## src/design/egsu_ram.sv

```systemverilog
// Generic single-write, single-read synchronous RAM with registered read data.
// Self-contained; no package dependency.
`default_nettype none

module egsu_ram #(
   parameter int WIDTH = 8,
   parameter int DEPTH = 16
) (
   input  logic                     clock,
   input  logic                     wr_en,
   input  logic [$clog2(DEPTH)-1:0] wr_addr,
   input  logic [WIDTH-1:0]         wr_data,
   input  logic                     rd_en,
   input  logic [$clog2(DEPTH)-1:0] rd_addr,
   output logic [WIDTH-1:0]         rd_data
);

   logic [WIDTH-1:0] mem_ff [DEPTH];
   logic [WIDTH-1:0] rd_data_ff;

   // Write port
   always_ff @(posedge clock) begin
      if (wr_en) begin
         mem_ff[wr_addr] <= wr_data;
      end
   end

   // Read port, data held between reads
   always_ff @(posedge clock) begin
      if (rd_en) begin
         rd_data_ff <= mem_ff[rd_addr];
      end
   end

   assign rd_data = rd_data_ff;

endmodule

`default_nettype wire

```

## config.mk

```make
export PLATFORM = sky130hd
export DESIGN_NAME = egsu_ram
export DESIGN_NICKNAME = d
export VERILOG_FILES = /design/src/design/egsu_ram.sv
export SDC_FILE = /design/constraint.sdc
export NUM_CORES = 1
export LEC_CHECK = 0
export ABC_CLOCK_PERIOD_IN_PS = 4800
export BUFFER_PORTS_ARGS = -buffer_cell sky130_fd_sc_hd__buf_2
export CAP_MARGIN = 20
export CORE_MARGIN = 4
export CORE_UTILIZATION = 50
export CTS_BUF_LIST = sky130_fd_sc_hd__clkbuf_8
export CTS_CLUSTER_DIAMETER = 200
export CTS_CLUSTER_SIZE = 28
export DETAILED_ROUTE_END_ITERATION = 12
export PLACE_DENSITY = 0.67
export SLEW_MARGIN = 20
export SYNTH_ARGS = -nofsm -noshare
export SYNTH_HDL_FRONTEND = slang
export SYNTH_SLANG_ARGS = --single-unit
```

## constraint.sdc

```tcl
create_clock -name clock -period 4.8 [get_ports clock]
set_clock_uncertainty 0.1 [all_clocks]
set_input_delay 0.72 -clock clock [delete_from_list [all_inputs] [get_ports clock]]
set_output_delay 0.72 -clock clock [all_outputs]
set_load 0.01 [all_outputs]
```

### After elaboration in Yosys (flattened, before gate mapping)

Memory sizes are Yosys's and may differ from the RTL's. A register that Yosys moved wholly into a read port is not among the register bits.
Index checks and enable logic that the tools add are counted.

* mux-type cells: 2

Operators with widths (number)
* 1-bit 2-to-1 mux: 2

* output and inout port bits: 8
* bits of input ports: 19
* word-level logic and storage cells: 3
* register bits after elaboration: 0
* memories kept: 1
* RAM bits: 128

Memory list
* mem_ff: words 16, width 8, rd ports 1, clocked after Yosys merged registers in 1, wr ports 1, RTL line 18 `logic [WIDTH-1:0] mem_ff [DEPTH];`

### Logic depth before layout (Yosys ltp)

* depth in word-level cells: 2
* depth in mapped cells: 5
* gate-level depth less buffers: 3

### Least setup slack after synthesis

No wires, ideal clock.

* kind: input-to-reg
* start: input port wr_addr[2]
* end: memory mem_ff[0][0], enable pin
* required time: 4.317 ns
* library setup time: 0.383 ns
* path slack: 2.487 ns
* arrival: 1.830 ns
* cell stages on the path: 2
* buffers on the path: 0
* cell sequence: or3b_2 nor3_1

RTL lines
* from (decl): RTL line 11 `input logic [$clog2(DEPTH)-1:0] wr_addr,`
* to (decl): RTL line 18

Straight into the memory's write port.

==> summary.md <==
| Metric | Value |
|---|---|
| Critical Path Fanout Max | 32 |
| Comb power frac | 0.049 |
| DRT Pass-1 Iters | 5 |
| Metal3 WL | 726 µm |
| DR vias/cell | 5.82 |
| Metal2 WL | 4850 µm |
| Sequential share of power | 0.552 |
| Cts bufs inserted | 17 |
| Row cnt | 37 |
| Longest Clk Path Bufs | 2 |
| Cts hold-fix bufs | 0 |
| Hold endpoint | mem_ff[4][0] |
| Die width | 110 µm |
| Setup violations, final | 0 |
| FMAX | 0.454 GHz |
| Commonest cells post-synth | edfxtp_1 (136), mux4_2 (18), a22oi_1 (16) |
| Synth Instances | 229 |
| Max Used Layer | met4 |
| Startpoint type of the worst setup path | input pin |
| Vias in the first global route | 2488 |
| Chip Height | 110 µm |
| Worst Path Required | 4.88 ns |
| Core Footprint | 10200 µm² |
| Count leader, synth | edfxtp_1 |
| Final Util | 0.576 |
| Slowest cell on the critical path | mux4_1 |
| Buffers on Ports | 26 |
| Hold Path Class | in2reg |
| Final GP Congestion | 0.745 |
| Buf/Inv on CP | 1 |
| # IOs | 27 |
| Finished Layout Cells | 416 |
| Sequential area share after synthesis | 0.781 |
| WHS Path Cells | 1 |
| Via count | 2422 |
| Root Driver | clkbuf_8 |
| Htree depth | 4 |
| Top area cells in the synthesized netlist | edfxtp_1 (78%), mux4_2 (7.8%), mux4_1 (7.0%) |
| 1st-iter DRT viols | 185 |
| CTS sink count | 136 |
| Wl on met1 | 4160 µm |
| Worst r2r path cells | 3 |
| RSZ-0062 raised after global routing | no |
| Min cycle time layout | 2.20 ns |
| Worst Path Arrival | 2.28 ns |
| Sum Neg Setup Slack | 0 ns |
| Tightest Pin Transition | 0.963 ns |
| Grt total ovfl | 0 |
| Dominant cell type by area after synthesis | edfxtp_1 |
| Post_cts resized | 0 |
| Relative slew slack | 0.356 |
| R2r endpoint | rd_data[4] |
| Crit Path Class | in2reg |
| HPWL Detailed | 6200 µm |
| Synth Register Bits | 136 |
| Int Power | 0.00194 W |
| Layout area overhead | 12.7% |
| Final period utilization | 0.459 |
| Post-route DRC | 0 |
| Primary FF master, synth | edfxtp_1 |
| EDFF count, synth | 136 |
| Yosys cell types | 18 |
| Worst VDD drop | 0.000215 V |
| Power per cell area | 414 nW/µm² |
| Reg-to-Reg Start | mem_ff[9][4] |
| Setup bufs post-CTS | 0 |
| CTS clk-pin slew, worst paths | 0.08 ns |
| Sw Pwr | 0.000494 W |
| Hold Vio Cnt, Final | 0 |
| Remaining antenna violation count | 0 |
| Max Slew Vio Count | 0 |
| Clk pwr share | 0.400 |
| Flop-to-flop setup slack | 3.14 ns |
| Routed wire length | 9860 µm |
| Top cell family by delay on the critical path | multiplexers |
| Post-Syn Nets | 248 |
| Yosys warnings | 0 |
| Global-route wire length before repair | 14800 µm |
| Synth async-reset ratio | 0 |
| Synth Cell Area | 5230 µm² |
| Initial antenna violation count | 0 |
| Outcome | completed |
| Largest net degree at the start of global routing | 33 |
| Share of cells above drive strength 1 | 0.275 |
| Switching Share | 0.203 |
| Average wire per standard cell | 23.7 µm |
| Starting Density | 0.511 |
| Full die area | 12200 µm² |
| Crit-path cells | buf_4 > mux4_1 > a22oi_1 > nand2_1 |
| Post-synth top area share | 0.781 |
| Worst setup EP type | flip-flop |
| Max-cap violations | 0 |
| Clock Latency Late Sink | 0.43 ns |
| Ant. Diodes | 0 |
| NumNets Final | 286 |
| Inst Count DP | 384 |
| Syn_area_per_cell | 22.8 µm² |
| GRT Overall Usage | 0.181 |
| Total leakage power | 1.94 nW |
| CP max stage delay | 0.65 ns |
| Hold_sp | wr_data[0] |
| TritonCTS clock tree | built |
## how the worst max path moves through the flow
stage / from / slack, ns / cells after the start / to
2_1_floorplan: wr_addr[2] / 2.49 / 2 / mem_ff[0][0]
3_3_place_gp: rd_addr[0] / 1.82 / 4 / rd_data[4]
3_5_place_dp: rd_addr[0] / 1.80 / 4 / rd_data[4]
4_1_cts: rd_addr[0] / 2.25 / 4 / rd_data[4]
5_1_grt: rd_addr[0] / 2.50 / 4 / rd_data[0]
6_report: rd_addr[0] / 2.60 / 4 / rd_data[2]
## final cells by class
cell class	count	area, µm²
fill	743	4340
sequential	136	4080
multi-input combinational	83	1060
clock buffer	17	234
clock inverter	15	186
tap	136	170
timing repair buffer	29	155
## layer usage
| metal | vias to the layer above | GRT usage |
|---|---|---|
| met5 | - | 0 |
| li1 | 1059 | - |
| met3 | 11 | 0.0518 |
| met2 | 105 | 0.273 |
| met1 | 1247 | 0.253 |
| met4 | 0 | 0.0704 |
## metrics by stage
| stage | worst slack, ns | power [W] | area, µm² | hold WS, ns |
|---|---|---|---|---|
| finish | 2.60 | 0.00244 | 5890 | 0.574 |
| global route | 2.50 | 0.00252 | 5890 | 0.561 |
| CTS | 2.25 | 0.00245 | 5890 | 0.554 |
| detailed placement | 1.80 | 0.00149 | 5470 | 0.642 |
| global placement | 1.82 | 0.00149 | 5470 | 0.629 |
| floorplan | 2.49 | 0.00144 | 5230 | 0.605 |
## registers in the layout, summed over array words and instances (netlist names)
signal,count
mem_ff,128
rd_data,8
## cell families after synthesis
logic type      Yosys count  synth area share
compound gates           16            0.0230
buf+inv                  10            0.0165
flops                   136             0.781
mux                      32             0.148
simple gates             35            0.0314
## power groups by stage
stage | clock network (W) | logic, W | registers (W)
floorplan | 0 | 0.0000675 | 0.00137
global placement | 0 | 0.000116 | 0.00137
detailed placement | 0 | 0.000119 | 0.00137
CTS | 0.000990 | 0.000120 | 0.00134
global route | 0.00105 | 0.000129 | 0.00135
finish | 0.000975 | 0.000118 | 0.00134
## layout by cell type, fill, tap and decap left out, drive strengths merged
cell type,netlist,layout
a22oi,16,16
and2,1,1
and2b,1,1
buf,7,29
bufinv,0,4
clkbuf,0,17
clkinv,0,5
clkinvlp,0,2
edfxtp,136,136
inv,0,4
mux4,32,32
nand2,9,9
nand2b,2,2
nand3,1,1
nand3b,2,2
nor2,13,13
nor2b,1,1
nor3,4,4
or3b,1,1
(Power assumes the default switching activity.)
