[src/design/egsu_pkg.sv]
// Shared types, constants and helpers for the elevation grid splat update block.
// Depends on nothing; every other design file but egsu_ram imports it.
`default_nettype none

package egsu_pkg;

   // Grid geometry
   localparam int GRID_HALF  = 256;
   localparam int MAX_RADIUS = 8;
   localparam int GRID_SIDE  = 2 * GRID_HALF;
   localparam int GRID_CELLS = GRID_SIDE * GRID_SIDE;
   localparam int AXW        = $clog2(GRID_SIDE);     // bits per grid axis
   localparam int ADDR_W     = 2 * AXW;               // cell store address
   localparam int RAD_W      = (MAX_RADIUS < 1) ? 1 : $clog2(MAX_RADIUS + 1);
   localparam int SQ_W       = 2 * RAD_W + 4;         // squared distance sums
   localparam int CRD_W      = 22;                    // signed cell coordinates
   localparam int ROI_W      = 9;                     // reported box coordinate width
   localparam int CELL_W     = 24;                    // height + confidence

   // Action codes
   localparam logic [1:0] ACT_SPLAT = 2'd0;
   localparam logic [1:0] ACT_QUERY = 2'd1;
   localparam logic [1:0] ACT_READ  = 2'd2;

   // Confidence value that selects the square footprint
   localparam logic [7:0] SQUARE_CONF = 8'd2;

   // Configuration register indexes
   localparam int CSR_IDX_W = 2;
   localparam logic [CSR_IDX_W-1:0] CSR_CELLS_PER_MM = 2'd0;
   localparam logic [CSR_IDX_W-1:0] CSR_ORIGIN_X     = 2'd1;
   localparam logic [CSR_IDX_W-1:0] CSR_ORIGIN_Y     = 2'd2;

   // Configuration reset values
   localparam logic [15:0] CELLS_PER_MM_RESET = 16'd1311;
   localparam logic [8:0]  ORIGIN_X_RESET     = 9'd256;
   localparam logic [8:0]  ORIGIN_Y_RESET     = 9'd256;

   typedef struct packed {
      logic [1:0]         action;
      logic signed [19:0] world_x_mm;
      logic signed [19:0] world_y_mm;
      logic signed [15:0] height_mm;
      logic [7:0]         confidence;
      logic [15:0]        radius_mm;
      logic               clear_box;
      logic [8:0]         read_cell_x;
      logic [8:0]         read_cell_y;
   } req_type;

   typedef struct packed {
      logic               was_updated;
      logic [8:0]         roi_min_x;
      logic [8:0]         roi_max_x;
      logic [8:0]         roi_min_y;
      logic [8:0]         roi_max_y;
      logic signed [15:0] cell_height;
      logic [7:0]         cell_confidence;
   } rsp_type;

   typedef struct packed {
      logic [15:0] cells_per_mm_q16;
      logic [8:0]  origin_cell_x;
      logic [8:0]  origin_cell_y;
   } cfg_type;

   // Footprint geometry of one splat, from the coordinate unit
   typedef struct packed {
      logic [CRD_W-1:0]   cx;       // two's complement
      logic [CRD_W-1:0]   cy;
      logic [RAD_W-1:0]   r;
      logic [2*RAD_W-1:0] rsq;
      logic signed [15:0] h;
      logic [7:0]         conf;
      logic               square;
   } geom_type;

   typedef struct packed {
      logic signed [15:0] height;
      logic [7:0]         conf;
   } cell_type;

   typedef struct packed {
      logic              en;
      logic [ADDR_W-1:0] addr;
      logic [CELL_W-1:0] data;
   } ram_wr_type;

   typedef struct packed {
      logic              en;
      logic [ADDR_W-1:0] addr;
   } ram_rd_type;

   typedef enum logic [2:0] {
      ST_CLEAR,
      ST_IDLE,
      ST_MUL,
      ST_PREP,
      ST_SCAN,
      ST_DRAIN,
      ST_READ,
      ST_DONE
   } state_type;

   // Grid coordinate to the 9-bit reported width (masked or zero-extended)
   function automatic logic [ROI_W-1:0] to_roi(input logic [AXW-1:0] v);
      logic [AXW+ROI_W-1:0] w;
      w = (AXW + ROI_W)'(v);
      return w[ROI_W-1:0];
   endfunction

endpackage

`default_nettype wire

[src/design/egsu_coord.sv]
// Coordinate unit: world mm to cell centre, cell radius and negated height.
// Two register stages (products, then rounding/saturation). Uses egsu_pkg.
`default_nettype none

module egsu_coord import egsu_pkg::*; (
   input  logic     clock,
   input  req_type  item,
   input  cfg_type  cfg,
   output geom_type geom
);

   logic signed [36:0] prod_x_ff, prod_x_in;
   logic signed [36:0] prod_y_ff, prod_y_in;
   logic [31:0]        rad_prod_ff, rad_prod_in;
   logic signed [15:0] h_neg_ff, h_neg_in;
   logic [7:0]         conf_ff;
   geom_type           geom_ff, geom_in;

   logic signed [36:0] rnd_x, rnd_y;
   logic [20:0]        cell_x, cell_y;
   logic [15:0]        rr;
   logic [RAD_W-1:0]   r;
   logic [2*RAD_W-1:0] r_w;

   // Stage 1: position and radius products, height negation (saturating)
   always_comb begin
      prod_x_in   = $signed(item.world_x_mm) * $signed({1'b0, cfg.cells_per_mm_q16});
      prod_y_in   = $signed(item.world_y_mm) * $signed({1'b0, cfg.cells_per_mm_q16});
      rad_prod_in = item.radius_mm * cfg.cells_per_mm_q16;
      if (item.height_mm == 16'sh8000) begin
         h_neg_in = 16'sh7FFF;
      end else begin
         h_neg_in = -item.height_mm;
      end
   end

   always_ff @(posedge clock) begin
      prod_x_ff   <= prod_x_in;
      prod_y_ff   <= prod_y_in;
      rad_prod_ff <= rad_prod_in;
      h_neg_ff    <= h_neg_in;
      conf_ff     <= item.confidence;
   end

   // Stage 2: round to nearest cell (floor after half-cell bias), add origin,
   // saturate radius and square it
   always_comb begin
      rnd_x  = prod_x_ff + 37'sd32768;
      rnd_y  = prod_y_ff + 37'sd32768;
      cell_x = rnd_x[36:16];
      cell_y = rnd_y[36:16];
      rr     = rad_prod_ff[31:16];
      if (rr > 16'(MAX_RADIUS)) begin
         r = RAD_W'(MAX_RADIUS);
      end else begin
         r = rr[RAD_W-1:0];
      end
      r_w = (2 * RAD_W)'(r);

      geom_in.cx     = {{(CRD_W-21){cell_x[20]}}, cell_x} + CRD_W'(cfg.origin_cell_x);
      geom_in.cy     = {{(CRD_W-21){cell_y[20]}}, cell_y} + CRD_W'(cfg.origin_cell_y);
      geom_in.r      = r;
      geom_in.rsq    = r_w * r_w;
      geom_in.h      = h_neg_ff;
      geom_in.conf   = conf_ff;
      geom_in.square = (conf_ff == SQUARE_CONF);
   end

   always_ff @(posedge clock) begin
      geom_ff <= geom_in;
   end

   assign geom = geom_ff;

endmodule

`default_nettype wire

[config.mk]
export PLATFORM = sky130hd
export DESIGN_NAME = egsu_coord
export DESIGN_NICKNAME = d
export VERILOG_FILES = /design/src/design/egsu_pkg.sv /design/src/design/egsu_coord.sv
export SDC_FILE = /design/constraint.sdc
export NUM_CORES = 2
export LEC_CHECK = 0
export BUFFER_PORTS_ARGS = -buffer_cell sky130_fd_sc_hd__buf_2
export CORE_MARGIN = 3
export CORE_UTILIZATION = 55
export CTS_BUF_LIST = sky130_fd_sc_hd__clkbuf_8
export CTS_CLUSTER_DIAMETER = 30
export DETAILED_ROUTE_END_ITERATION = 10
export GPL_TIMING_DRIVEN = 1
export HOLD_SLACK_MARGIN = 0.12
export PLACE_DENSITY = 0.84
export SYNTH_ARGS = -nofsm -noshare
export SYNTH_HDL_FRONTEND = slang
export SYNTH_SLANG_ARGS = --single-unit
[constraint.sdc]
create_clock -name clock -period 10.07 [get_ports clock]
set_clock_uncertainty 0.05 [all_clocks]
set_input_delay 0 -clock clock [delete_from_list [all_inputs] [get_ports clock]]
set_output_delay 0 -clock clock [all_outputs]
set_load 0.01 [all_outputs]
Word-level counts from Yosys, hierarchy flattened
Cells that the tools add are included.
- input bits: 136
- word-level logic and storage cells: 25
- output and inout port bits: 81
- bits in registers: 211
- $mul: 4
- muxes and demuxes: 1
- $add $sub $neg: 5
- magnitude comparators: 1
- equal/unequal tests: 2
- operators by type and width (kind ; number):
    $add 37x17->37 const B ; 2
    $mul 20x17->37 ; 2
    $add 21x10->22 ; 2
    $mul 16x16->32 ; 1
    $eq 16x16->1 const B ; 1
    $gt 16x4->1 const B ; 1
    $neg 16->16 ; 1
    $eq 8x2->1 const B ; 1
    $mul 4x4->8 ; 1
    $mux 4 ; 1

Longest topological paths before layout
- depth after elaboration: 3
- depth in mapped cells: 26

Least setup slack after synthesis
Ideal clock, no wire load.
- path type: input to register
- start: in cfg[20] (netlist bit)
- end: reg prod_x_ff[36]
- arrival time: 5540 ps
- path slack: 4353 ps
- cell stages on the path: 22
- library setup time: 127 ps
- cell sequence: clkbuf_1 clkbuf_1 nand2_1 fa_1 fa_1 fa_1 inv_1 fa_1 fa_1 inv_1 fa_1 inv_1 ha_1 and3_1 o211ai_1 a211oi_1 o21ai_0 a21oi_1 nand4_1 a21boi_1 o41ai_1 xnor2_1
- cells in the longest elaborated chain, start to end: 1
- RTL lines (item ; line ; source):
    from (decl) ; egsu_coord.sv:8 ; input cfg_type cfg,
    $mul 20x17->37 ; egsu_coord.sv:27 ; prod_x_in = $signed(item.world_x_mm) * $signed({1'b0, cfg.cells_per_mm_q16});
    named net prod_x_in[36] ; egsu_coord.sv:12 ; logic signed [36:0] prod_x_ff, prod_x_in;
    to (signal assigned) ; egsu_coord.sv:38 ; prod_x_ff <= prod_x_in;
    to (decl) ; egsu_coord.sv:12 ;
The timed path passes the listed nets, and every way through them passes these cells.
A chain may end at the register's enable or synchronous reset.

Final worst setup path
Same ends and word-level chain as after synthesis.

==> impl_metrics.json <==
{
  "avgSynthCellArea_um2": 9.15,
  "post-route-period-util_pct": 67.5,
  "crit_type": "input pin to flop",
  "relSlewSlack_pct": 40.9,
  "cpLargestDelayFamily": "adder cells",
  "dieHeight_um": 265,
  "drc": 0,
  "synthMuxAreaShare_pct": 0.0543,
  "final_nets": 5460,
  "synth_top_family_by_area": "adder cells",
  "htree_levels": 4,
  "fillCellCount": 5365,
  "tightest_slew_ns": 0.887,
  "drv_slew": 0,
  "whs_path_depth": 3,
  "async_flop_share_pct": 0,
  "rows": 94,
  "setup_slack_ns": 3.27,
  "cts_buffers": 17,
  "rr_endpoint": "geom[45]",
  "cpMaxStageDelayCell": "a211oi_1",
  "grt_pass1_wl_um": 147000,
  "overflow": 0,
  "clockRootBuffer": "clkbuf_8",
  "cts_setup_buffers": 0,
  "setup_viol": 0,
  "synth-seq-cells": 163,
  "post-route-min-period_ns": 6.80,
  "dieArea_mm2": 0.0702,
  "pin_count": 217,
  "cpPeakStageDelay_ns": 0.57,
  "drt-initial-drc-count": 1805,
  "synth-edff-count": 0,
  "synthAdderAreaFrac_pct": 55.7,
  "wirelength_um": 86900,
  "setup_tns_ns": 0,
  "drv_cap": 0,
  "vias": 27300,
  "min_to": "geom[37]",
  "r2r_slack_ns": 6.34,
  "dp_slack_ns": 2.89,
  "cts_sinks": 163,
  "start_util_pct": 55.8,
  "timing.rr.start": "prod_y_ff[15]",
  "required_ns": 10.43,
  "cts_buffer_depth": 2,
  "ys.flop_type": "dfxtp_1",
  "fmax_ghz": 0.147,
  "grt_usage_pct": 26.0,
  "hold_start": "cfg[0]",
  "cts_tree": "yes",
  "viasPerCell": 5.38,
  "die_x_um": 265,
  "synth_cell_types": 79,
  "ant_nets": 0,
  "rsz0062_at_grt": "no",
  "syn_inst": 4034,
  "hold_class": "input pin to flop",
  "wl_per_cell_um": 17.1,
  "antenna_found_initial": 11,
  "regArea_mm2": 0.00326,
  "synth_xor_area_share_pct": 3.49,
  "grt_start_max_net_pins": 57,
  "seq_area_frac_synth_pct": 8.84,
  "dr.pass1.iters": 5,
  "core_area_mm2": 0.0661,
  "end_kind": "flop",
  "status": "complete, no violations",
  "grt_pass1_vias": 30200,
  "synth_compound_gate_area_share_pct": 4.11,
  "r2r_cells": 12,
  "clkLatencyLatePin_ns": 0.58,
  "finalHoldViolations": 0,
  "ys_warn_count": 0,
  "path_max_fanout": 30,
  "layout-drive-gt1-share_pct": 6.41,
  "arrival_ns": 7.16,
  "yosys.area_share.simple_pct": 16.0,
  "path_common_cell": "fa_1",
  "start_kind": "input pin",
  "area_growth_pct": 7.36,
  "path_buf_inv": 5,
  "multiInputGateArea_mm2": 0.0293,
  "port_buffers": 194,
  "path_cells": "buf_2 > buf_4 > nand2_1 > fa_1 > fa_1 > fa_1 > inv_1 > fa_1 > fa_1 > inv_1 > fa_1 > inv_1 > ha_1 > and3_1 > o211ai_1 > a211oi_1 > o21ai_0 > a21oi_1 > nand4_1 > a21boi_1 > o41ai_1 > xnor2_1",
  "post-dp-hpwl_um": 65200,
  "synthesis.area_mm2": 0.0369,
  "gp_congestion": 0.866,
  "clkTransAtPathRegs_ns": 0.10
}
==> state kept, by name, summed over array words and instances, names as in the netlist <==
name         flops
prod_y_ff       22
geom            79
rad_prod_ff     16
conf_ff          8
h_neg_ff        16
prod_x_ff       22
==> synth_stat cells, types with 27 or more instances <==
| library cell | number | area share, % |
|---|---|---|
| inv_1 | 998 | 10 |
| fa_1 | 834 | 45 |
| nand2_1 | 587 | 6.0 |
| and2_1 | 370 | 6.3 |
| ha_1 | 307 | 10 |
| dfxtp_1 | 163 | 8.8 |
| clkbuf_1 | 153 | 1.6 |
| xnor2_1 | 97 | 2.3 |
| a21oi_1 | 67 | 0.91 |
| nor2_1 | 67 | 0.68 |
| xor2_1 | 48 | 1.1 |
| a21o_1 | 36 | 0.73 |
| o21ai_0 | 35 | 0.47 |
| nor3_1 | 32 | 0.43 |
| nand3_1 | 27 | 0.37 |
==> how the worst max path moves through the flow <==
stage	from	end	slack (ns)	cells after the start
after detailed placement	cfg[20]	prod_x_ff[36]	2.89	22
after global placement	cfg[20]	prod_x_ff[36]	2.98	22
final	cfg[20]	prod_x_ff[36]	3.27	22
after global routing	cfg[20]	prod_x_ff[35]	3.03	22
after floorplan	cfg[20]	prod_x_ff[36]	4.35	22
after CTS	cfg[20]	prod_x_ff[36]	3.49	22
==> placed cells by master (no fill, tap or decap), drive strengths merged, types with 9 or more instances in the layout <==
| cell | instances |
|---|---|
| fa | 834 |
| nand4 | 13 |
| dfxtp | 163 |
| a21oi | 68 |
| and4 | 13 |
| xor2 | 49 |
| nand2 | 587 |
| a211oi | 14 |
| a21o | 36 |
| nor3 | 33 |
| xnor2 | 97 |
| o21ai | 39 |
| buf | 211 |
| and2 | 370 |
| ha | 307 |
| nor2b | 9 |
| clkbuf | 18 |
| nand3 | 30 |
| and3 | 18 |
| o21a | 12 |
| nor4 | 13 |
| or3 | 9 |
| dlygate4sd3 | 74 |
| inv | 1005 |
| diode | 9 |
| o21bai | 12 |
| nor2 | 70 |
==> stage by stage <==
stage          hold WS (ns)  area (um^2)  cells  util [%]
2_1_floorplan       -0.0223        36900   4037         -
3_3_place_gp         0.0531        38500   4954      58.2
3_5_place_dp         0.0536        38500   4954      58.2
4_1_cts               0.122        39600   5060      59.9
5_1_grt               0.167        39600   5066      59.9
6_report              0.176        39600   5069      59.9
==> cell type report <==
cell class	count	share of cell area, %
inverter	998	9.46
timing repair buffer	285	4.64
clock buffer	18	0.625
tap	864	2.73
antenna	9	0.0568
multi-input combinational	2718	73.9
clock inverter	14	0.310
sequential	163	8.24
==> logic make-up after synthesis <==
| family | after synthesis |
|---|---|
| AOI/OAI and AO/OA | 229 |
| buffers and inverters | 1156 |
| adders and majority gates | 1142 |
| other | 1 |
| muxes | 2 |
| and+or+nand+nor | 1195 |
| xor gates and xnor gates | 146 |
| DFF | 163 |
==> timing repair <==
| item | 4_1_cts | 5_1_grt |
|---|---|---|
| endpoints found under the hold margin | 47 | 0 |
| gates resized for setup | 0 | 0 |
| setup endpoints to repair | 0 | 0 |
| hold buffers | 74 | 0 |
==> worst reg2reg max path: stages, from the launching register on <==
cell and delay (ns):
dfxtp_1 0.46, ha_1 0.28, ha_1 0.23, fa_1 0.44
a21o_1 0.17, a21oi_1 0.20, nand2b_1 0.16, a21oi_1 0.12
o21a_1 0.20, nor3_1 0.12, dlygate4sd3_1 0.57, nor2_1 0.05
dlygate4sd3_1 0.57
==> routing by layer <==
layer  global-route usage [%]  vias to the layer above  part of all wire, %
li1                         -                    12100                    -
met5                        0                        -                0.015
met1                     32.5                    13700                   38
met3                     4.95                      249                  8.7
met4                     10.4                        2                  3.6
met2                     44.8                     1196                   50
Power is left out: the tool's default activity adds up to more than one toggle a clock period on the data nets, which glitch-free logic cannot reach.
