$ cat config.mk
export PLATFORM = sky130hd
export DESIGN_NAME = egsu_ctrl
export DESIGN_NICKNAME = d
export VERILOG_FILES = /design/src/design/egsu_pkg.sv /design/src/design/egsu_ctrl.sv
export SDC_FILE = /design/constraint.sdc
export NUM_CORES = 1
export LEC_CHECK = 0
export BUFFER_PORTS_ARGS = -buffer_cell sky130_fd_sc_hd__buf_2
export CORE_ASPECT_RATIO = 1.4
export CORE_MARGIN = 8
export CORE_UTILIZATION = 40
export CTS_BUF_LIST = sky130_fd_sc_hd__clkbuf_4
export CTS_CLUSTER_DIAMETER = 100
export DETAILED_ROUTE_END_ITERATION = 12
export MAX_ROUTING_LAYER = met4
export PLACE_DENSITY = 0.7
export SKIP_CTS_REPAIR_TIMING = 1
export SKIP_LAST_GASP = 1
export SLEW_MARGIN = 30
export SYNTH_ARGS = -nofsm -noshare
export SYNTH_HDL_FRONTEND = slang
export SYNTH_SLANG_ARGS = --single-unit
$ cat constraint.sdc
create_clock -name clock -period 11.3 [get_ports clock]
set_clock_uncertainty 0.15 [all_clocks]
set_input_delay 1.695 -clock clock [delete_from_list [all_inputs] [get_ports clock]]
set_output_delay 1.695 -clock clock [all_outputs]
set_load 0.02 [all_outputs]
$ cat src/design/egsu_pkg.sv
// Shared types, constants and helpers for the elevation grid splat update block.
// Depends on nothing; every other design file but egsu_ram imports it.
`default_nettype none

package egsu_pkg;

   // Grid geometry
   localparam int GRID_HALF  = 256;
   localparam int MAX_RADIUS = 8;
   localparam int GRID_SIDE  = 2 * GRID_HALF;
   localparam int GRID_CELLS = GRID_SIDE * GRID_SIDE;
   localparam int AXW        = $clog2(GRID_SIDE);     // bits per grid axis
   localparam int ADDR_W     = 2 * AXW;               // cell store address
   localparam int RAD_W      = (MAX_RADIUS < 1) ? 1 : $clog2(MAX_RADIUS + 1);
   localparam int SQ_W       = 2 * RAD_W + 4;         // squared distance sums
   localparam int CRD_W      = 22;                    // signed cell coordinates
   localparam int ROI_W      = 9;                     // reported box coordinate width
   localparam int CELL_W     = 24;                    // height + confidence

   // Action codes
   localparam logic [1:0] ACT_SPLAT = 2'd0;
   localparam logic [1:0] ACT_QUERY = 2'd1;
   localparam logic [1:0] ACT_READ  = 2'd2;

   // Confidence value that selects the square footprint
   localparam logic [7:0] SQUARE_CONF = 8'd2;

   // Configuration register indexes
   localparam int CSR_IDX_W = 2;
   localparam logic [CSR_IDX_W-1:0] CSR_CELLS_PER_MM = 2'd0;
   localparam logic [CSR_IDX_W-1:0] CSR_ORIGIN_X     = 2'd1;
   localparam logic [CSR_IDX_W-1:0] CSR_ORIGIN_Y     = 2'd2;

   // Configuration reset values
   localparam logic [15:0] CELLS_PER_MM_RESET = 16'd1311;
   localparam logic [8:0]  ORIGIN_X_RESET     = 9'd256;
   localparam logic [8:0]  ORIGIN_Y_RESET     = 9'd256;

   typedef struct packed {
      logic [1:0]         action;
      logic signed [19:0] world_x_mm;
      logic signed [19:0] world_y_mm;
      logic signed [15:0] height_mm;
      logic [7:0]         confidence;
      logic [15:0]        radius_mm;
      logic               clear_box;
      logic [8:0]         read_cell_x;
      logic [8:0]         read_cell_y;
   } req_type;

   typedef struct packed {
      logic               was_updated;
      logic [8:0]         roi_min_x;
      logic [8:0]         roi_max_x;
      logic [8:0]         roi_min_y;
      logic [8:0]         roi_max_y;
      logic signed [15:0] cell_height;
      logic [7:0]         cell_confidence;
   } rsp_type;

   typedef struct packed {
      logic [15:0] cells_per_mm_q16;
      logic [8:0]  origin_cell_x;
      logic [8:0]  origin_cell_y;
   } cfg_type;

   // Footprint geometry of one splat, from the coordinate unit
   typedef struct packed {
      logic [CRD_W-1:0]   cx;       // two's complement
      logic [CRD_W-1:0]   cy;
      logic [RAD_W-1:0]   r;
      logic [2*RAD_W-1:0] rsq;
      logic signed [15:0] h;
      logic [7:0]         conf;
      logic               square;
   } geom_type;

   typedef struct packed {
      logic signed [15:0] height;
      logic [7:0]         conf;
   } cell_type;

   typedef struct packed {
      logic              en;
      logic [ADDR_W-1:0] addr;
      logic [CELL_W-1:0] data;
   } ram_wr_type;

   typedef struct packed {
      logic              en;
      logic [ADDR_W-1:0] addr;
   } ram_rd_type;

   typedef enum logic [2:0] {
      ST_CLEAR,
      ST_IDLE,
      ST_MUL,
      ST_PREP,
      ST_SCAN,
      ST_DRAIN,
      ST_READ,
      ST_DONE
   } state_type;

   // Grid coordinate to the 9-bit reported width (masked or zero-extended)
   function automatic logic [ROI_W-1:0] to_roi(input logic [AXW-1:0] v);
      logic [AXW+ROI_W-1:0] w;
      w = (AXW + ROI_W)'(v);
      return w[ROI_W-1:0];
   endfunction

endpackage

`default_nettype wire

$ cat src/design/egsu_ctrl.sv
// Sequencer: store clearing pass, footprint scan with pipelined
// read-modify-write of the cell store, bounding box, cell read and result build.
// Uses egsu_pkg; drives the egsu_ram ports through the top level.
`default_nettype none

module egsu_ctrl import egsu_pkg::*; (
   input  logic       clock,
   input  logic       reset,
   input  logic       req_valid,
   output logic       req_stall,
   input  req_type    req_data,
   input  logic       slot_free,
   output logic       push,
   output rsp_type    result,
   output req_type    item,
   input  geom_type   geom,
   output ram_wr_type ram_wr,
   output ram_rd_type ram_rd,
   input  cell_type   rd_cell
);

   localparam int RW = AXW + 9;

   state_type         state_ff, state_in;
   req_type           item_ff;
   logic [ADDR_W-1:0] clr_cnt_ff, clr_cnt_in;
   logic [RAD_W:0]    u_dx_ff, u_dx_in;
   logic [RAD_W:0]    u_dy_ff, u_dy_in;
   logic              p_vld_ff, p_vld_in;
   logic [AXW-1:0]    p_x_ff, p_y_ff;
   logic [AXW-1:0]    box_left_ff, box_left_in;
   logic [AXW-1:0]    box_right_ff, box_right_in;
   logic [AXW-1:0]    box_top_ff, box_top_in;
   logic [AXW-1:0]    box_bottom_ff, box_bottom_in;
   logic              box_valid_ff, box_valid_in;
   logic              changed_ff, changed_in;

   logic                  accept;
   logic [RAD_W:0]        span;
   logic signed [RAD_W+1:0] dx, dy;
   logic signed [SQ_W-1:0]  dx_w, dy_w;
   logic [SQ_W-1:0]       dx_sq, dy_sq, sq_sum;
   logic [CRD_W-1:0]      x_pos, y_pos;
   logic                  in_grid, in_foot, scan_last;
   logic                  upd, clear_now;
   logic [RW-1:0]         rx_w, ry_w;
   logic                  rd_in_range;

   assign accept = req_valid && !req_stall;
   assign item   = item_ff;

   // Footprint position of the current scan step
   always_comb begin
      span      = {geom.r, 1'b0};
      dx        = $signed({1'b0, u_dx_ff}) - $signed({2'b00, geom.r});
      dy        = $signed({1'b0, u_dy_ff}) - $signed({2'b00, geom.r});
      dx_w      = SQ_W'(dx);
      dy_w      = SQ_W'(dy);
      dx_sq     = dx_w * dx_w;
      dy_sq     = dy_w * dy_w;
      sq_sum    = dx_sq + dy_sq;
      x_pos     = geom.cx + CRD_W'(dx);
      y_pos     = geom.cy + CRD_W'(dy);
      // negative coordinates wrap to huge unsigned values and fail too
      in_grid   = (x_pos < CRD_W'(GRID_SIDE)) && (y_pos < CRD_W'(GRID_SIDE));
      in_foot   = geom.square || (sq_sum <= SQ_W'(geom.rsq));
      scan_last = (u_dx_ff == span) && (u_dy_ff == span);
   end

   // Read-cell address and range check
   always_comb begin
      rx_w        = RW'(item_ff.read_cell_x);
      ry_w        = RW'(item_ff.read_cell_y);
      rd_in_range = (rx_w < RW'(GRID_SIDE)) && (ry_w < RW'(GRID_SIDE));
   end

   // Write-back decision for the cell whose read was issued in the previous cycle
   assign upd = p_vld_ff && (rd_cell.height != geom.h) && !(rd_cell.conf > geom.conf);

   // Next state
   always_comb begin
      state_in = state_ff;
      unique case (state_ff)
         ST_CLEAR: begin
            if (clr_cnt_ff == ADDR_W'(GRID_CELLS - 1)) begin
               state_in = ST_IDLE;
            end
         end
         ST_IDLE: begin
            if (accept) begin
               if (req_data.action == ACT_SPLAT) begin
                  state_in = ST_MUL;
               end else if (req_data.action == ACT_READ) begin
                  state_in = ST_READ;
               end else begin
                  state_in = ST_DONE;
               end
            end
         end
         ST_MUL:   state_in = ST_PREP;
         ST_PREP:  state_in = ST_SCAN;
         ST_SCAN: begin
            if (scan_last) begin
               state_in = ST_DRAIN;
            end
         end
         ST_DRAIN: state_in = ST_DONE;
         ST_READ:  state_in = ST_DONE;
         ST_DONE: begin
            if (slot_free) begin
               state_in = ST_IDLE;
            end
         end
         default:  state_in = ST_IDLE;
      endcase
   end

   // State outputs: handshake, memory ports
   always_comb begin
      req_stall   = 1'b1;
      push        = 1'b0;
      ram_rd.en   = 1'b0;
      ram_rd.addr = {x_pos[AXW-1:0], y_pos[AXW-1:0]};
      ram_wr.en   = upd;
      ram_wr.addr = {p_x_ff, p_y_ff};
      ram_wr.data = {geom.h, geom.conf};
      p_vld_in    = 1'b0;
      unique case (state_ff)
         ST_CLEAR: begin
            ram_wr.en   = 1'b1;
            ram_wr.addr = clr_cnt_ff;
            ram_wr.data = '0;
         end
         ST_IDLE: begin
            req_stall = 1'b0;
         end
         ST_SCAN: begin
            ram_rd.en = in_grid && in_foot;
            p_vld_in  = in_grid && in_foot;
         end
         ST_READ: begin
            ram_rd.en   = 1'b1;
            ram_rd.addr = {rx_w[AXW-1:0], ry_w[AXW-1:0]};
         end
         ST_DONE: begin
            push = slot_free;
         end
         default: begin
         end
      endcase
   end

   // Counters: clearing sweep and footprint scan
   always_comb begin
      clr_cnt_in = clr_cnt_ff;
      if (state_ff == ST_CLEAR) begin
         clr_cnt_in = clr_cnt_ff + 1'b1;
      end
      u_dx_in = '0;
      u_dy_in = '0;
      if (state_ff == ST_SCAN) begin
         if (u_dx_ff == span) begin
            u_dy_in = u_dy_ff + 1'b1;
         end else begin
            u_dx_in = u_dx_ff + 1'b1;
            u_dy_in = u_dy_ff;
         end
      end
   end

   // Bounding box and changed flag
   assign clear_now = push && (item_ff.action == ACT_QUERY) && item_ff.clear_box && changed_ff;

   always_comb begin
      box_left_in   = box_left_ff;
      box_right_in  = box_right_ff;
      box_top_in    = box_top_ff;
      box_bottom_in = box_bottom_ff;
      box_valid_in  = box_valid_ff;
      changed_in    = changed_ff;
      if (upd) begin
         if (!box_valid_ff || (p_x_ff < box_left_ff))   box_left_in   = p_x_ff;
         if (!box_valid_ff || (p_x_ff > box_right_ff))  box_right_in  = p_x_ff;
         if (!box_valid_ff || (p_y_ff < box_top_ff))    box_top_in    = p_y_ff;
         if (!box_valid_ff || (p_y_ff > box_bottom_ff)) box_bottom_in = p_y_ff;
         box_valid_in = 1'b1;
         changed_in   = 1'b1;
      end else if (clear_now) begin
         box_left_in   = '0;
         box_right_in  = '0;
         box_top_in    = '0;
         box_bottom_in = '0;
         box_valid_in  = 1'b0;
         changed_in    = 1'b0;
      end
   end

   // Result: box as it stands before any clearing, cell only on a read
   always_comb begin
      result             = '0;
      result.was_updated = changed_ff;
      if (box_valid_ff) begin
         result.roi_min_x = to_roi(box_left_ff);
         result.roi_max_x = to_roi(box_right_ff);
         result.roi_min_y = to_roi(box_top_ff);
         result.roi_max_y = to_roi(box_bottom_ff);
      end
      if ((item_ff.action == ACT_READ) && rd_in_range) begin
         result.cell_height     = rd_cell.height;
         result.cell_confidence = rd_cell.conf;
      end
   end

   // Control registers
   always_ff @(posedge clock) begin
      if (reset) begin
         state_ff      <= ST_CLEAR;
         clr_cnt_ff    <= '0;
         u_dx_ff       <= '0;
         u_dy_ff       <= '0;
         p_vld_ff      <= 1'b0;
         box_left_ff   <= '0;
         box_right_ff  <= '0;
         box_top_ff    <= '0;
         box_bottom_ff <= '0;
         box_valid_ff  <= 1'b0;
         changed_ff    <= 1'b0;
      end else begin
         state_ff      <= state_in;
         clr_cnt_ff    <= clr_cnt_in;
         u_dx_ff       <= u_dx_in;
         u_dy_ff       <= u_dy_in;
         p_vld_ff      <= p_vld_in;
         box_left_ff   <= box_left_in;
         box_right_ff  <= box_right_in;
         box_top_ff    <= box_top_in;
         box_bottom_ff <= box_bottom_in;
         box_valid_ff  <= box_valid_in;
         changed_ff    <= changed_in;
      end
   end

   // Payload registers: captured transaction and pending write address.
   // Every scan step hits a distinct cell, so the write of one step never
   // meets the read of the next at the same entry.
   always_ff @(posedge clock) begin
      if (accept) begin
         item_ff <= req_data;
      end
      p_x_ff <= x_pos[AXW-1:0];
      p_y_ff <= y_pos[AXW-1:0];
   end

endmodule

`default_nettype wire

Word level (Yosys, flattened, before mapping) --
Index checks and enable logic that the tools add are counted.
Cells by class: add/subtract/negate cells 8, multiply operators 2, muxes and demuxes 25, equality and inequality tests 22, magnitude comparators 8, reduce and logical (&&, ||, !) cells 27, bitwise logic cells 1
Operators with widths (number):
- 9-bit 2-to-1 mux | 9
- 22-bit adder | 2
- 22-bit by 10-bit < comparator with 1-bit output, second input constant | 2
- 43-bit 2-to-1 mux | 1
- 36-bit 2-to-1 mux | 1
- 6-bit by 6-bit multiplier with 12-bit output | 2
- 24-bit 2-to-1 mux | 1
- 3-bit case mux with 7 select lines | 1
- 18-bit by 1-bit adder with 18-bit output, second input constant | 1
- 18-bit equality test, second input constant | 1
- 9-bit greater-than comparator | 2
- 9-bit < comparator | 2
- 18-bit 2-to-1 mux | 1
- 16-bit != test | 1
- 3-bit 2-to-1 mux | 5
- 12-bit adder | 1
- 3-bit equality test, second input constant | 4
- 12-bit by 8-bit less-or-equal comparator with 1-bit output | 1
- 5-bit by 4-bit subtractor with 6-bit output | 2
- 5-bit by 1-bit adder with 5-bit output, second input constant | 2
- 5-bit equality test | 2
- 1-bit logical AND | 9
- 8-bit greater-than comparator | 1
- 2-bit by 1-bit != test with 1-bit output, second input constant | 4
- 17 further kinds | 35
Storage, ports and cells: logic and storage cells 114, flip-flop bits (word level) 188, input port bits 210, output and inout bits 226

Depth between registers and ports, before layout --
depth after elaboration 7, gate-level depth with buffers 34, gate-level depth less buffers 34

Least setup slack after synthesis --
No wires, ideal clock.
path kind input-to-output, start in geom[33] (netlist name), end out ram_rd[18] (netlist name), required time 9455 ps, data arrival time 8630 ps, setup slack 825 ps, buffers on the path 0, stages 31, cells stage by stage ha_1 > inv_2 > fa_1 > a21o_1 > a21oi_1 > xnor2_1 > nor2b_1 > fa_1 > inv_1 > fa_1 > inv_1 > fa_1 > inv_1 > fa_1 > inv_1 > fa_1 > inv_1 > fa_1 > inv_1 > ha_1 > fa_1 > xor2_1 > ha_1 > nand4_1 > a21oi_1 > a2111oi_0 > o211a_1 > a31oi_1 > nor4bb_1 > nand4_1 > nand2_1
RTL lines:
- start, declared | RTL line egsu_ctrl.sv:16 | input geom_type geom,
- end, declared | RTL line egsu_ctrl.sv:18 | output ram_rd_type ram_rd,

==> results.sh <==
export IMPL_outcome="complete, no violations"
export IMPL_synth_edf_count=101
export IMPL_ys_flop_type="edfxtp_1"
export IMPL_hold_class="reg2reg"
export IMPL_cp_start_kind="input port"
export IMPL_ys_ff_latch=188
export IMPL_worst_pin_slew_ps=885
export IMPL_relSlewSlack_pct=40.6
export IMPL_htree_levels=4
export IMPL_layout_drive_gt1_share_pct=27.8
export IMPL_hold_viol=0
export IMPL_ant_nets=0
export IMPL_drt_iter0_markers=739
export IMPL_io_pins=436
export IMPL_firstDrtPassIters=5
export IMPL_cap_violations=0
export IMPL_worst_slack_ps=309
export IMPL_numClockSinks=188
export IMPL_grt_pass1_wl_um=70800
export IMPL_path_common_cell="fa_1"
export IMPL_p_leak_nw=7.87
export IMPL_insertion_delay_ps=590
export IMPL_rows=81
export IMPL_max_stage_delay_ps=530
export IMPL_numCtsBuffers=17
export IMPL_grt_util_met2_pct=39.4
export IMPL_peakVddDrop_mv=0.485
export IMPL_grt_pass1_vias=12800
export IMPL_fp_dieW_um=174
export IMPL_gr_max_usage_layer="met2"
export IMPL_yosysTopAreaCell="edfxtp_1"
export IMPL_cp_arrival_ps=9150
export IMPL_dieHeight_um=237
export IMPL_cts_tree="built"
export IMPL_vias=12400
export IMPL_yosysWarnings=0
export IMPL_fmax_mhz=91.0
export IMPL_cp_required_ps=9460
export IMPL_clock_path_buffers=2
export IMPL_wl_um=46300
export IMPL_port_buffer_count=435
export IMPL_initial_core_util_pct=40.3
export IMPL_layout_commonest_cell="buf_2"
export IMPL_end_kind="output port"
export IMPL_grtUsageMet3_pct=4.13
export IMPL_powerDensity_nw_per_um2=204
export IMPL_use_met1_pct=25.2
export IMPL_min_period_ps=10990
export IMPL_synth_fp_nets=1879
export IMPL_die_area_um2=41400
export IMPL_final_cells=2386
export IMPL_grt_start_max_net_pins=86
export IMPL_slew_violations=0
export IMPL_final_nets=2314
export IMPL_clkTransAtPathRegs_ps=180
export IMPL_synth_area_leaders="edfxtp_1 (22%), dfxtp_1 (12%), ha_1 (12%)"
export IMPL_routedWlPerCell_um=19.4
export IMPL_final_cell_mix="buf_2 (434), inv_1 (153), ha_1 (139), nor2_1 (126), nand2_1 (116)"
export IMPL_cp_max_fo=4
export IMPL_synth_top_area_share_pct=21.6
export IMPL_postSynth_asyncResetShare_pct=0
export IMPL_antenna_found_initial=10
export IMPL_vias_per_cell=5.18
export IMPL_syn_avg_cell_area_um2=9.53
export IMPL_cts_root_buf="clkbuf_4"
export IMPL_syn_inst=1471
export IMPL_grt_usage_pct=22.3
export IMPL_gr_total_overflow=0
export IMPL_syn2layout_area_growth_pct=22.6
export IMPL_post_route_drc_count=0
export IMPL_synthDistinctLibCells=81
export IMPL_synth_seq_area_share_pct=34.1
export IMPL_worstSetupPathType="in2out"
export IMPL_place_congestion=1.04
export IMPL_netlist_area_um2=14000
export IMPL_crit_slowest_cell="fa_1"
export IMPL_post_place_ws_ps=43.2
export IMPL_core_area_um2=34800
export IMPL_setup_violations=0
export IMPL_place_hpwl_um=38700
export IMPL_dp_cells=2343
export IMPL_period_share_pct=97.3
## final timing paths
path                          from          endpoint  slack [ps]  cells after the start
setup / recovery          geom[33]        ram_rd[18]         310                     33
hold / removal    box_bottom_ff[8]  box_bottom_ff[8]         330                      2
setup reg to reg        u_dy_ff[0]          p_vld_ff        3300                     32
hold reg to reg   box_bottom_ff[8]  box_bottom_ff[8]         330                      2
## routing by layer
metal / vias up / part of all wire [%]
met1: 5934 / 40
li1: 5971 / -
met2: 397 / 52
met5: - / 0
met4: 0 / 1.9
met3: 55 / 5.3
## cell type report
cell class | instances | area (um^2)
repair buffers | 458 | 2360
diodes | 11 | 27.5
fillers | 3335 | 17600
clock buffers | 17 | 128
well taps | 456 | 571
flip-flops and latches | 188 | 4770
multi-input cells | 1085 | 8530
inverters | 156 | 586
clock inverters | 15 | 198
## synth_stat cells, types with 9 or more instances
| cell type | number |
|---|---|
| nor3_1 | 16 |
| a21o_1 | 18 |
| o21a_1 | 11 |
| xor2_1 | 44 |
| o211ai_1 | 9 |
| or3b_1 | 16 |
| xnor2_1 | 42 |
| mux2_2 | 20 |
| ha_1 | 139 |
| or3_1 | 12 |
| nand3_1 | 22 |
| nand4_1 | 22 |
| nand2b_1 | 45 |
| inv_1 | 153 |
| and2_1 | 54 |
| a21oi_1 | 60 |
| nor2_1 | 127 |
| nand2_1 | 116 |
| mux2i_1 | 45 |
| o21ai_0 | 42 |
| nor4_1 | 12 |
| edfxtp_1 | 101 |
| dfxtp_1 | 87 |
| nor2b_1 | 24 |
| clkbuf_1 | 34 |
| fa_1 | 59 |
## cell families after synthesis
family	after synthesis	share of synthesized area [%]
compound gates	225	10.5
flops	188	34.1
simple gates	511	18.9
xor+xnor	86	5.37
fa+ha+maj	198	20.8
mux	65	4.82
buf+inv	198	5.47
## state kept, by name (all words and copies together), names as in the netlist
| register | flops |
|---|---|
| u_dx_ff | 5 |
| state_ff | 3 |
| box_top_ff | 9 |
| p_y_ff | 9 |
| changed_ff | 1 |
| box_right_ff | 9 |
| item | 101 |
| p_x_ff | 9 |
| u_dy_ff | 5 |
| p_vld_ff | 1 |
| clr_cnt_ff | 18 |
| box_left_ff | 9 |
| box_bottom_ff | 9 |
## power by group
group	switching, mW	total, mW	leakage (nW)	internal (mW)
Combinational	1.27	2.31	6.08	1.03
Clock	0.299	0.412	0.167	0.114
Sequential	0.0347	0.787	1.62	0.752
## per-stage QoR
stage | total power [mW] | cell area (um^2) | TNS (ps) | utilization [%] | hold WS [ps]
floorplan | 2.45 | 14000 | 0 | - | 299
global placement | 2.90 | 16800 | 0 | 48.3 | 308
detailed placement | 2.96 | 16800 | 0 | 48.3 | 311
CTS | 3.40 | 17100 | 0 | 49.2 | 337
global route | 3.88 | 17200 | -14.0 | 49.4 | 352
finish | 3.50 | 17200 | 0 | 49.4 | 333
## critical path, delay by kind of cell
kind            cells  cell delay [ps]
xor+xnor            2              340
simple gates        5              820
compound gates      6             1060
buf+inv             9              620
fa+ha+maj          11             4590
Note: power is estimated with default switching activity, not from simulation.
